File: config.mk
export PLATFORM = sky130hd
export DESIGN_NAME = moving_rms_current_torque_core
export DESIGN_NICKNAME = d
export VERILOG_FILES = /design/src/mrct_pkg.sv /design/src/moving_rms_current_torque_core.sv /design/src/mrct_ram.sv /design/src/mrct_div.sv /design/src/mrct_sqrt.sv
export SDC_FILE = /design/constraint.sdc
export NUM_CORES = 2
export LEC_CHECK = 0
export ABC_AREA = 1
export BUFFER_PORTS_ARGS = -buffer_cell sky130_fd_sc_hd__buf_2
export CAP_MARGIN = 0
export CORE_UTILIZATION = 34
export DETAILED_ROUTE_END_ITERATION = 6
export GPL_ROUTABILITY_DRIVEN = 0
export PLACE_DENSITY = 0.54
export SLEW_MARGIN = 20
export SYNTH_ARGS = -nofsm -noshare
export SYNTH_HDL_FRONTEND = slang
export SYNTH_SLANG_ARGS = --single-unit
File: constraint.sdc
create_clock -name i_clk -period 5.9 [get_ports i_clk]
set_input_delay 1.18 -clock i_clk [delete_from_list [all_inputs] [get_ports i_clk]]
set_output_delay 1.18 -clock i_clk [all_outputs]
set_load 0.01 [all_outputs]
File: src/mrct_pkg.sv
// Shared constants, types and helper functions for the moving-window RMS core.
// Used by the top level and the ring RAM; has no dependencies of its own.
package mrct_pkg;

    // Default ring depth.
    localparam int WINDOW_DEF = 16;

    // Field widths.
    localparam int RAW_W      = 10;
    localparam int SQ_W       = 2 * RAW_W;
    localparam int CFG_W      = 16;
    localparam int CFG_IDX_W  = 4;
    localparam int RMS_W      = 16;
    localparam int MA_W       = 16;
    localparam int TQ_W       = 24;

    // The mean square is scaled by 4096 so that its root has six fraction bits.
    localparam int FRAC_SHIFT = 12;

    // Current scaling: rms * 5000000 / (65472 * mv_per_amp).
    localparam int SCALE_W = 23;
    localparam int DEN_W   = 32;
    localparam logic [SCALE_W-1:0] CUR_SCALE  = 23'd5000000;
    localparam logic [CFG_W-1:0]   FULL_CODE  = 16'd65472;
    localparam logic [9:0]         TQ_DIVISOR = 10'd1000;

    // Register reset values.
    localparam logic [CFG_W-1:0] MV_PER_AMP_RST = 16'd1000;
    localparam logic [CFG_W-1:0] TORQUE_K_RST   = 16'd100;

    // Configuration register indexes.
    typedef enum logic [CFG_IDX_W-1:0] {
        CFG_MV_PER_AMP = 4'd0,
        CFG_TORQUE_K   = 4'd1
    } t_cfg_idx;

    // Address width for a given depth, at least one bit.
    function automatic int clog2_min1(input int n);
        return (n > 1) ? $clog2(n) : 1;
    endfunction

endpackage

File: src/moving_rms_current_torque_core.sv
// Requests are taken one at a time: the request channel stalls from acceptance until
// the result is moved to the output register, and the three passes of the bit-serial
// divider take most of that time. A finished result waits in the output register
// while the next request is taken.
// Reset (synchronous, active low) clears position, fill count, sum and output
// valid and loads the register defaults; unwritten ring entries count as zero.
module moving_rms_current_torque_core import mrct_pkg::*; #(
    parameter int WINDOW = WINDOW_DEF
) (
    input  logic                 i_clk,
    input  logic                 i_rst_n,
    // Sample request channel.
    input  logic                 i_in_valid,
    output logic                 o_in_stall,
    input  logic [RAW_W-1:0]     i_adc_sample,
    // Result channel.
    output logic                 o_out_valid,
    input  logic                 i_out_stall,
    output logic [RMS_W-1:0]     o_rms_code,
    output logic [MA_W-1:0]      o_current_ma,
    output logic [TQ_W-1:0]      o_torque_out,
    // Register write channel.
    input  logic                 i_cfg_valid,
    output logic                 o_cfg_ready,
    input  logic [CFG_IDX_W-1:0] i_cfg_index,
    input  logic [CFG_W-1:0]     i_cfg_data
);

    localparam int POS_W  = clog2_min1(WINDOW);
    localparam int CNT_W  = $clog2(WINDOW + 1);
    localparam int SUM_W  = SQ_W + $clog2(WINDOW);
    localparam int MEAN_W = SUM_W + FRAC_SHIFT;
    localparam int RAD_W  = MEAN_W + (MEAN_W % 2);
    localparam int RT_W   = RAD_W / 2;
    localparam int PROD_W = RMS_W + SCALE_W;
    localparam int DV_W   = (RAD_W > PROD_W) ? RAD_W : PROD_W;

    typedef enum logic [3:0] {
        S_IDLE,
        S_SUM,
        S_MEAN,
        S_MEAN_W,
        S_ROOT,
        S_ROOT_W,
        S_MUL,
        S_MA,
        S_MA_W,
        S_MUL_TQ,
        S_TQ,
        S_TQ_W,
        S_OUT
    } t_state;

    t_state            r_state,      n_state;
    logic [POS_W-1:0]  r_pos,        n_pos;
    logic [CNT_W-1:0]  r_cnt,        n_cnt;
    logic [SUM_W-1:0]  r_sum,        n_sum;
    logic [SQ_W-1:0]   r_square,     n_square;
    logic [RMS_W-1:0]  r_rms,        n_rms;
    logic [MA_W-1:0]   r_ma,         n_ma;
    logic [TQ_W-1:0]   r_tq,         n_tq;
    logic [PROD_W-1:0] r_prod,       n_prod;
    logic [DEN_W-1:0]  r_den,        n_den;
    logic [CFG_W-1:0]  r_mv_per_amp, n_mv_per_amp;
    logic [CFG_W-1:0]  r_torque_k,   n_torque_k;
    logic              r_out_valid,  n_out_valid;
    logic [RMS_W-1:0]  r_out_rms,    n_out_rms;
    logic [MA_W-1:0]   r_out_ma,     n_out_ma;
    logic [TQ_W-1:0]   r_out_tq,     n_out_tq;

    logic              ring_we;
    logic [SQ_W-1:0]   ring_rd;
    logic [SQ_W-1:0]   oldest;

    logic              div_start;
    logic [DV_W-1:0]   div_dividend;
    logic [DEN_W-1:0]  div_divisor;
    logic              div_done;
    logic [DV_W-1:0]   div_q;

    logic              sqrt_start;
    logic              sqrt_done;
    logic [RT_W-1:0]   sqrt_root;

    // Ring of squares; the entry at the current position is read on acceptance.
    mrct_ram #(
        .WIDTH (SQ_W),
        .DEPTH (WINDOW)
    ) u_ring (
        .i_clk   (i_clk),
        .i_we    (ring_we),
        .i_waddr (r_pos),
        .i_wdata (r_square),
        .i_raddr (r_pos),
        .o_rdata (ring_rd)
    );

    // Shared divider: mean square, then current, then torque.
    mrct_div #(
        .DV_W (DV_W),
        .DS_W (DEN_W)
    ) u_div (
        .i_clk      (i_clk),
        .i_rst_n    (i_rst_n),
        .i_start    (div_start),
        .i_dividend (div_dividend),
        .i_divisor  (div_divisor),
        .o_done     (div_done),
        .o_quotient (div_q)
    );

    mrct_sqrt #(
        .RAD_W (RAD_W)
    ) u_sqrt (
        .i_clk      (i_clk),
        .i_rst_n    (i_rst_n),
        .i_start    (sqrt_start),
        .i_radicand (div_q[RAD_W-1:0]),
        .o_done     (sqrt_done),
        .o_root     (sqrt_root)
    );

    // Operand selection for the divider.
    always_comb begin
        div_start = (r_state == S_MEAN) || (r_state == S_MA) || (r_state == S_TQ);
        if (r_state == S_MEAN) begin
            div_dividend = DV_W'({r_sum, {FRAC_SHIFT{1'b0}}});
            div_divisor  = DEN_W'(r_cnt);
        end else if (r_state == S_MA) begin
            div_dividend = DV_W'(r_prod);
            div_divisor  = r_den;
        end else begin
            div_dividend = DV_W'(r_prod);
            div_divisor  = DEN_W'(TQ_DIVISOR);
        end
    end

    assign sqrt_start = (r_state == S_ROOT);
    assign ring_we    = (r_state == S_SUM);

    // Until the ring has filled once, the entry being replaced was never written.
    assign oldest = (r_cnt == CNT_W'(WINDOW)) ? ring_rd : '0;

    // Next-state logic for the sequencer, datapath and output register.
    always_comb begin
        n_state      = r_state;
        n_pos        = r_pos;
        n_cnt        = r_cnt;
        n_sum        = r_sum;
        n_square     = r_square;
        n_rms        = r_rms;
        n_ma         = r_ma;
        n_tq         = r_tq;
        n_prod       = r_prod;
        n_den        = r_den;
        n_mv_per_amp = r_mv_per_amp;
        n_torque_k   = r_torque_k;
        n_out_valid  = r_out_valid;
        n_out_rms    = r_out_rms;
        n_out_ma     = r_out_ma;
        n_out_tq     = r_out_tq;

        // Register writes.
        if (i_cfg_valid) begin
            unique case (i_cfg_index)
                CFG_MV_PER_AMP: n_mv_per_amp = i_cfg_data;
                CFG_TORQUE_K:   n_torque_k   = i_cfg_data;
                default: ;
            endcase
        end

        // A taken result frees the output register.
        if (r_out_valid && !i_out_stall) begin
            n_out_valid = 1'b0;
        end

        unique case (r_state)
            S_IDLE: begin
                if (i_in_valid) begin
                    n_square = SQ_W'(i_adc_sample) * SQ_W'(i_adc_sample);
                    n_state  = S_SUM;
                end
            end
            S_SUM: begin
                n_sum = r_sum - SUM_W'(oldest) + SUM_W'(r_square);
                n_pos = (r_pos == POS_W'(WINDOW - 1)) ? '0 : r_pos + 1'b1;
                if (r_cnt != CNT_W'(WINDOW)) begin
                    n_cnt = r_cnt + 1'b1;
                end
                n_state = S_MEAN;
            end
            S_MEAN: n_state = S_MEAN_W;
            S_MEAN_W: begin
                if (div_done) begin
                    n_state = S_ROOT;
                end
            end
            S_ROOT: n_state = S_ROOT_W;
            S_ROOT_W: begin
                if (sqrt_done) begin
                    n_rms   = (sqrt_root > RT_W'({RMS_W{1'b1}})) ? '1 : sqrt_root[RMS_W-1:0];
                    n_state = S_MUL;
                end
            end
            S_MUL: begin
                n_prod  = PROD_W'(r_rms) * PROD_W'(CUR_SCALE);
                n_den   = DEN_W'(r_mv_per_amp) * DEN_W'(FULL_CODE);
                n_state = S_MA;
            end
            S_MA: n_state = S_MA_W;
            S_MA_W: begin
                if (div_done) begin
                    n_ma    = (div_q > DV_W'({MA_W{1'b1}})) ? '1 : div_q[MA_W-1:0];
                    n_state = S_MUL_TQ;
                end
            end
            S_MUL_TQ: begin
                n_prod  = PROD_W'(r_torque_k) * PROD_W'(r_ma);
                n_state = S_TQ;
            end
            S_TQ: n_state = S_TQ_W;
            S_TQ_W: begin
                if (div_done) begin
                    n_tq    = (div_q > DV_W'({TQ_W{1'b1}})) ? '1 : div_q[TQ_W-1:0];
                    n_state = S_OUT;
                end
            end
            S_OUT: begin
                if (!r_out_valid || !i_out_stall) begin
                    n_out_valid = 1'b1;
                    n_out_rms   = r_rms;
                    n_out_ma    = r_ma;
                    n_out_tq    = r_tq;
                    n_state     = S_IDLE;
                end
            end
            default: n_state = S_IDLE;
        endcase
    end

    // State, datapath and registered outputs.
    always_ff @(posedge i_clk) begin
        if (!i_rst_n) begin
            r_state      <= S_IDLE;
            r_pos        <= '0;
            r_cnt        <= '0;
            r_sum        <= '0;
            r_mv_per_amp <= MV_PER_AMP_RST;
            r_torque_k   <= TORQUE_K_RST;
            r_out_valid  <= 1'b0;
        end else begin
            r_state      <= n_state;
            r_pos        <= n_pos;
            r_cnt        <= n_cnt;
            r_sum        <= n_sum;
            r_square     <= n_square;
            r_rms        <= n_rms;
            r_ma         <= n_ma;
            r_tq         <= n_tq;
            r_prod       <= n_prod;
            r_den        <= n_den;
            r_mv_per_amp <= n_mv_per_amp;
            r_torque_k   <= n_torque_k;
            r_out_valid  <= n_out_valid;
            r_out_rms    <= n_out_rms;
            r_out_ma     <= n_out_ma;
            r_out_tq     <= n_out_tq;
        end
    end

    assign o_in_stall   = (r_state != S_IDLE);
    assign o_cfg_ready  = 1'b1;
    assign o_out_valid  = r_out_valid;
    assign o_rms_code   = r_out_rms;
    assign o_current_ma = r_out_ma;
    assign o_torque_out = r_out_tq;

endmodule

File: src/mrct_ram.sv
// Generic single-write, single-read RAM with a registered read port.
// Depends on mrct_pkg for the address width helper and the parameter defaults.
module mrct_ram import mrct_pkg::*; #(
    parameter int WIDTH = SQ_W,
    parameter int DEPTH = WINDOW_DEF
) (
    input  logic                           i_clk,
    input  logic                           i_we,
    input  logic [clog2_min1(DEPTH)-1:0]   i_waddr,
    input  logic [WIDTH-1:0]               i_wdata,
    input  logic [clog2_min1(DEPTH)-1:0]   i_raddr,
    output logic [WIDTH-1:0]               o_rdata
);

    logic [WIDTH-1:0] r_mem [DEPTH];
    logic [WIDTH-1:0] r_rdata;

    // Write port and registered read port.
    always_ff @(posedge i_clk) begin
        if (i_we) begin
            r_mem[i_waddr] <= i_wdata;
        end
        r_rdata <= r_mem[i_raddr];
    end

    assign o_rdata = r_rdata;

endmodule

File: src/mrct_div.sv
// Bit-serial restoring divider: one quotient bit per cycle.
// Standalone; a zero divisor gives an all-ones quotient.
module mrct_div #(
    parameter int DV_W = 39,
    parameter int DS_W = 32
) (
    input  logic            i_clk,
    input  logic            i_rst_n,
    input  logic            i_start,
    input  logic [DV_W-1:0] i_dividend,
    input  logic [DS_W-1:0] i_divisor,
    output logic            o_done,
    output logic [DV_W-1:0] o_quotient
);

    localparam int CNT_W = $clog2(DV_W + 1);

    typedef enum logic {
        D_IDLE,
        D_RUN
    } t_dstate;

    t_dstate          r_state;
    logic [CNT_W-1:0] r_cnt;
    logic [DV_W-1:0]  r_dvd;
    logic [DS_W-1:0]  r_dvs;
    logic [DS_W:0]    r_rem;
    logic             r_done;

    logic [DS_W:0]    rem_sh;
    logic             fits;

    // One step: shift in the next dividend bit and try to subtract.
    always_comb begin
        rem_sh = {r_rem[DS_W-1:0], r_dvd[DV_W-1]};
        fits   = (rem_sh >= {1'b0, r_dvs});
    end

    // The dividend register fills with quotient bits from the bottom.
    always_ff @(posedge i_clk) begin
        if (!i_rst_n) begin
            r_state <= D_IDLE;
            r_done  <= 1'b0;
            r_cnt   <= '0;
        end else begin
            r_done <= 1'b0;
            unique case (r_state)
                D_IDLE: begin
                    if (i_start) begin
                        r_dvd   <= i_dividend;
                        r_dvs   <= i_divisor;
                        r_rem   <= '0;
                        r_cnt   <= CNT_W'(DV_W);
                        r_state <= D_RUN;
                    end
                end
                D_RUN: begin
                    r_rem <= fits ? (rem_sh - {1'b0, r_dvs}) : rem_sh;
                    r_dvd <= {r_dvd[DV_W-2:0], fits};
                    r_cnt <= r_cnt - 1'b1;
                    if (r_cnt == CNT_W'(1)) begin
                        r_done  <= 1'b1;
                        r_state <= D_IDLE;
                    end
                end
                default: r_state <= D_IDLE;
            endcase
        end
    end

    assign o_done     = r_done;
    assign o_quotient = r_dvd;

endmodule

File: src/mrct_sqrt.sv
// Digit-serial integer square root: two radicand bits and one root bit per cycle.
// Standalone; the radicand width must be even.
module mrct_sqrt #(
    parameter int RAD_W = 36
) (
    input  logic               i_clk,
    input  logic               i_rst_n,
    input  logic               i_start,
    input  logic [RAD_W-1:0]   i_radicand,
    output logic               o_done,
    output logic [RAD_W/2-1:0] o_root
);

    localparam int RT_W  = RAD_W / 2;
    localparam int CNT_W = $clog2(RT_W + 1);

    typedef enum logic {
        Q_IDLE,
        Q_RUN
    } t_qstate;

    t_qstate          r_state;
    logic [CNT_W-1:0] r_cnt;
    logic [RAD_W-1:0] r_rad;
    logic [RT_W-1:0]  r_root;
    logic [RT_W+1:0]  r_rem;
    logic             r_done;

    logic [RT_W+1:0]  rem_sh;
    logic [RT_W+1:0]  trial;
    logic             fits;

    // Bring down the next bit pair and test root*4+1 against the remainder.
    always_comb begin
        rem_sh = {r_rem[RT_W-1:0], r_rad[RAD_W-1 -: 2]};
        trial  = {r_root, 2'b01};
        fits   = (rem_sh >= trial);
    end

    always_ff @(posedge i_clk) begin
        if (!i_rst_n) begin
            r_state <= Q_IDLE;
            r_done  <= 1'b0;
            r_cnt   <= '0;
        end else begin
            r_done <= 1'b0;
            unique case (r_state)
                Q_IDLE: begin
                    if (i_start) begin
                        r_rad   <= i_radicand;
                        r_root  <= '0;
                        r_rem   <= '0;
                        r_cnt   <= CNT_W'(RT_W);
                        r_state <= Q_RUN;
                    end
                end
                Q_RUN: begin
                    r_rem  <= fits ? (rem_sh - trial) : rem_sh;
                    r_root <= {r_root[RT_W-2:0], fits};
                    r_rad  <= {r_rad[RAD_W-3:0], 2'b00};
                    r_cnt  <= r_cnt - 1'b1;
                    if (r_cnt == CNT_W'(1)) begin
                        r_done  <= 1'b1;
                        r_state <= Q_IDLE;
                    end
                end
                default: r_state <= Q_IDLE;
            endcase
        end
    end

    assign o_done = r_done;
    assign o_root = r_root;

endmodule

==> impl_metrics.py <==
metrics = {
    "run_status": {
        "status": "complete, no violations",
    },
    "cells_and_area": {
        "nFillCells": 16800,
        "final_layout_size_suffix_gt1_share_pct": 7.83,
        "fin_util_pct": 38.4,
        "area_delta_synth_final_pct": 11.6,
        "nNetsFinal": 7436,
        "final_area_um2": 63400,
    },
    "synthesis": {
        "syn_inst": 6451,
        "synth_seq_area_share_pct": 39.3,
        "synthArstFlopShare_pct": 0,
        "avgSynthCellArea_um2": 8.81,
        "synth_area_leaders": "edfxtp_1, fa_1, ha_1",
        "ys_top_cells_by_count": "nand2_1, inv_1, edfxtp_1, nor2_1, ha_1",
        "synth.most_common_cell": "nand2_1",
        "netlist.area_leader.share_pct": 35.7,
        "yosys.cell_types.count": 54,
        "syn_area_um2": 56800,
        "ys_warn_count": 0,
        "synthFlopType": "edfxtp_1",
        "synth.largest_area_cell": "edfxtp_1",
        "synth_seq_cells": 779,
        "synth-edff-count": 675,
    },
    "hold_path": {
        "hold_end": "o_torque_out[0]$_DFFE_PP_",
        "hold_class": "reg2reg",
        "holdPathStages": 0,
        "hp-start": "r_tq[0]$_SDFFCE_PN1P_",
    },
    "critical_path": {
        "crit_path_start_kind": "flip-flop",
        "ff2ff_setup_slack_ns": 0.23,
        "r2r_end": "r_prod[29]$_DFFE_PP_",
        "cp_data_arrival_time_ns": 6.11,
        "path_class": "reg2reg",
        "reg2reg_from": "r_ma[6]$_SDFFCE_PN1P_",
        "r2r_cells": 23,
        "critPathMaxFanout": 6,
        "endpoint_kind": "flip-flop",
        "cp_data_required_time_ns": 6.34,
    },
    "placed_design": {
        "hpwl_um": 112000,
        "place_area_um2": 60100,
        "io_buffers": 92,
    },
    "drt": {
        "wl_per_cell_um": 17.0,
        "drc_errors": 0,
        "dr.pass1.iters": 6,
        "num_vias": 42100,
        "wl_um": 150000,
        "antenna_left": 0,
        "routed_via_density": 4.78,
        "drtIter0Drc": 3056,
    },
    "timing": {
        "hold_ws_ns": 0.418,
        "maxSlewViolCount": 0,
        "tightest_slew_ns": 1.10,
        "max_freq_ghz": 0.176,
        "hold_viol": 0,
        "finClkSkew_ns": 0.0750,
        "setup_viol": 0,
        "slew_headroom_pct": 27.0,
        "post-route-min-period_ns": 5.67,
        "fin_crit_sh_pct": 96.1,
    },
    "floorplanning": {
        "pin_count": 94,
        "start_util_pct": 34.4,
        "dieWidth_um": 411,
        "row_count": 149,
        "die_h_um": 411,
        "dieArea_um2": 169000,
        "core_um2": 165000,
    },
    "grt": {
        "grtUsageTotal_pct": 17.8,
        "antenna_found_initial": 9,
        "grt_pass1_vias": 41800,
        "grt_pass1_wl_um": 238000,
        "grt_max_degree": 109,
        "grt_overflow": 0,
    },
    "cts": {
        "clockBufferDepth": 3,
        "clkTransAtPathRegs_ns": 0.06,
        "htreeDepth": 3,
        "cts.sinks": 779,
        "cts_tree": "done",
        "clk_latency_ns": 0.73,
        "root_buffer": "clkbuf_16",
        "cts-buffers-inserted": 90,
    },
    "run": {
        "maxCapViolCount": 0,
    },
    "pwr": {
        "cellPowerDensity_nw_per_um2": 341,
        "vdd_drop_max_uv": 249,
        "p_leak_nw": 29.7,
    },
}
layer usage:
metal,track usage [%],vias to the layer above,wire [um]
li1,-,20600,-
met1,25.6,20300,71300
met3,2.36,185,7300
met2,28.2,944,68000
met5,0,-,64
met4,4.39,8,3440
sequential cells by signal, indices dropped and copies added (netlist names), 16 cells and up:
register / cells
u_ring.r_mem: 304
r_prod: 39
u_div.o_quotient: 39
u_sqrt.r_rad: 36
u_div.r_dvs: 32
u_div.r_rem: 32
r_den: 26
o_torque_out: 24
r_sum: 24
r_tq: 24
r_square: 19
u_ring.o_rdata: 19
u_sqrt.o_root: 18
u_sqrt.r_rem: 18
o_current_ma: 16
o_rms_code: 16
r_ma: 16
r_mv_per_amp: 16
r_rms: 16
r_torque_k: 16
power by group:
group / switching [W] / internal [W]
Combinational: 0.00564 / 0.00280
Sequential: 0.000502 / 0.00697
Clock: 0.00248 / 0.00326
Total: 0.00862 / 0.0130
repair_timing:
item                                    4_1_cts  5_1_grt
buffers inserted                              2       13
gates resized for setup                       0       80
hold buffers                                  0        0
endpoints found under the setup margin        2       20
endpoints found under the hold margin         0        0
pin swaps                                     0       13
layout make-up:
| class | count | area, um2 | share of cell area (%) |
|---|---|---|---|
| repair buffers | 214 | 1400 | 2.20 |
| multi-input cells | 4144 | 28900 | 45.6 |
| flip-flops and latches | 779 | 22400 | 35.3 |
| clock buffers | 109 | 2390 | 3.77 |
| inverters | 1320 | 4960 | 7.82 |
| diodes | 1 | 2.50 | 0.00394 |
| clock inverters | 61 | 641 | 1.01 |
| well taps | 2189 | 2740 | 4.32 |
worst max-delay path by stage:
| stage | slack (ns) | end | startpoint | depth (start not counted) |
|---|---|---|---|---|
| 2_1_floorplan | 0.32 | r_prod[31]$_DFFE_PP_ | r_ma[9]$_SDFFCE_PN1P_ | 24 |
| 3_3_place_gp | 0.09 | r_prod[15]$_DFFE_PP_ | r_ma[6]$_SDFFCE_PN1P_ | 19 |
| 3_5_place_dp | 0.03 | r_prod[17]$_DFFE_PP_ | r_ma[6]$_SDFFCE_PN1P_ | 23 |
| 4_1_cts | 0.02 | r_prod[29]$_DFFE_PP_ | r_ma[5]$_SDFFCE_PN1P_ | 23 |
| 5_1_grt | -0.03 | r_prod[24]$_DFFE_PP_ | r_torque_k[6]$_SDFFE_PN1P_ | 23 |
| 6_report | 0.23 | r_prod[29]$_DFFE_PP_ | r_ma[6]$_SDFFCE_PN1P_ | 23 |
placed cells by master (no fill, tap or decap), drive strengths merged, types with 207 or more instances in the layout:
cell type  count
buf          214
nor2         620
nand3        207
ha           444
o21ai        369
edfxtp       675
a21oi        273
fa           408
inv         1325
nand2       1439
cell families (layout without fill, tap and decap cells):
group	Yosys count	count (layout)	share of synthesized area, %
AOI/OAI and AO/OA	777	777	7.25
xor gates and xnor gates	87	87	1.34
adders and majority gates	852	852	24.1
buffers and inverters	1529	1704	10.3
DFF	779	779	39.3
other	1	3	0.00660
and+or+nand+nor	2426	2426	17.6
critical path, cell delays in order (launching register included):
cell      delay, ns
edfxtp_1       0.51
buf_4          0.22
nand2_1        0.06
inv_1          0.05
fa_1           0.53
inv_1          0.06
fa_1           0.45
fa_1           0.46
fa_1           0.49
inv_1          0.05
fa_1           0.55
inv_1          0.06
fa_1           0.53
inv_1          0.05
ha_2           0.38
nand2_2        0.13
o21ai_2        0.22
inv_1          0.09
nand3_2        0.13
nand2_1        0.10
nand2_1        0.08
nand2_1        0.04
nand3_1        0.07
nand2_1        0.05
metrics by stage:
step           worst slack, ns  std cells  total power [W]  TNS (ns)
6_report                 0.230       8817           0.0217         0
5_1_grt                -0.0339       8816           0.0233    -0.138
4_1_cts                 0.0201       8803           0.0218         0
3_5_place_dp            0.0265       8631           0.0160         0
3_3_place_gp            0.0921       8631           0.0159         0
2_1_floorplan            0.324       6452           0.0136         0
Power figures use the tool's default switching activity.
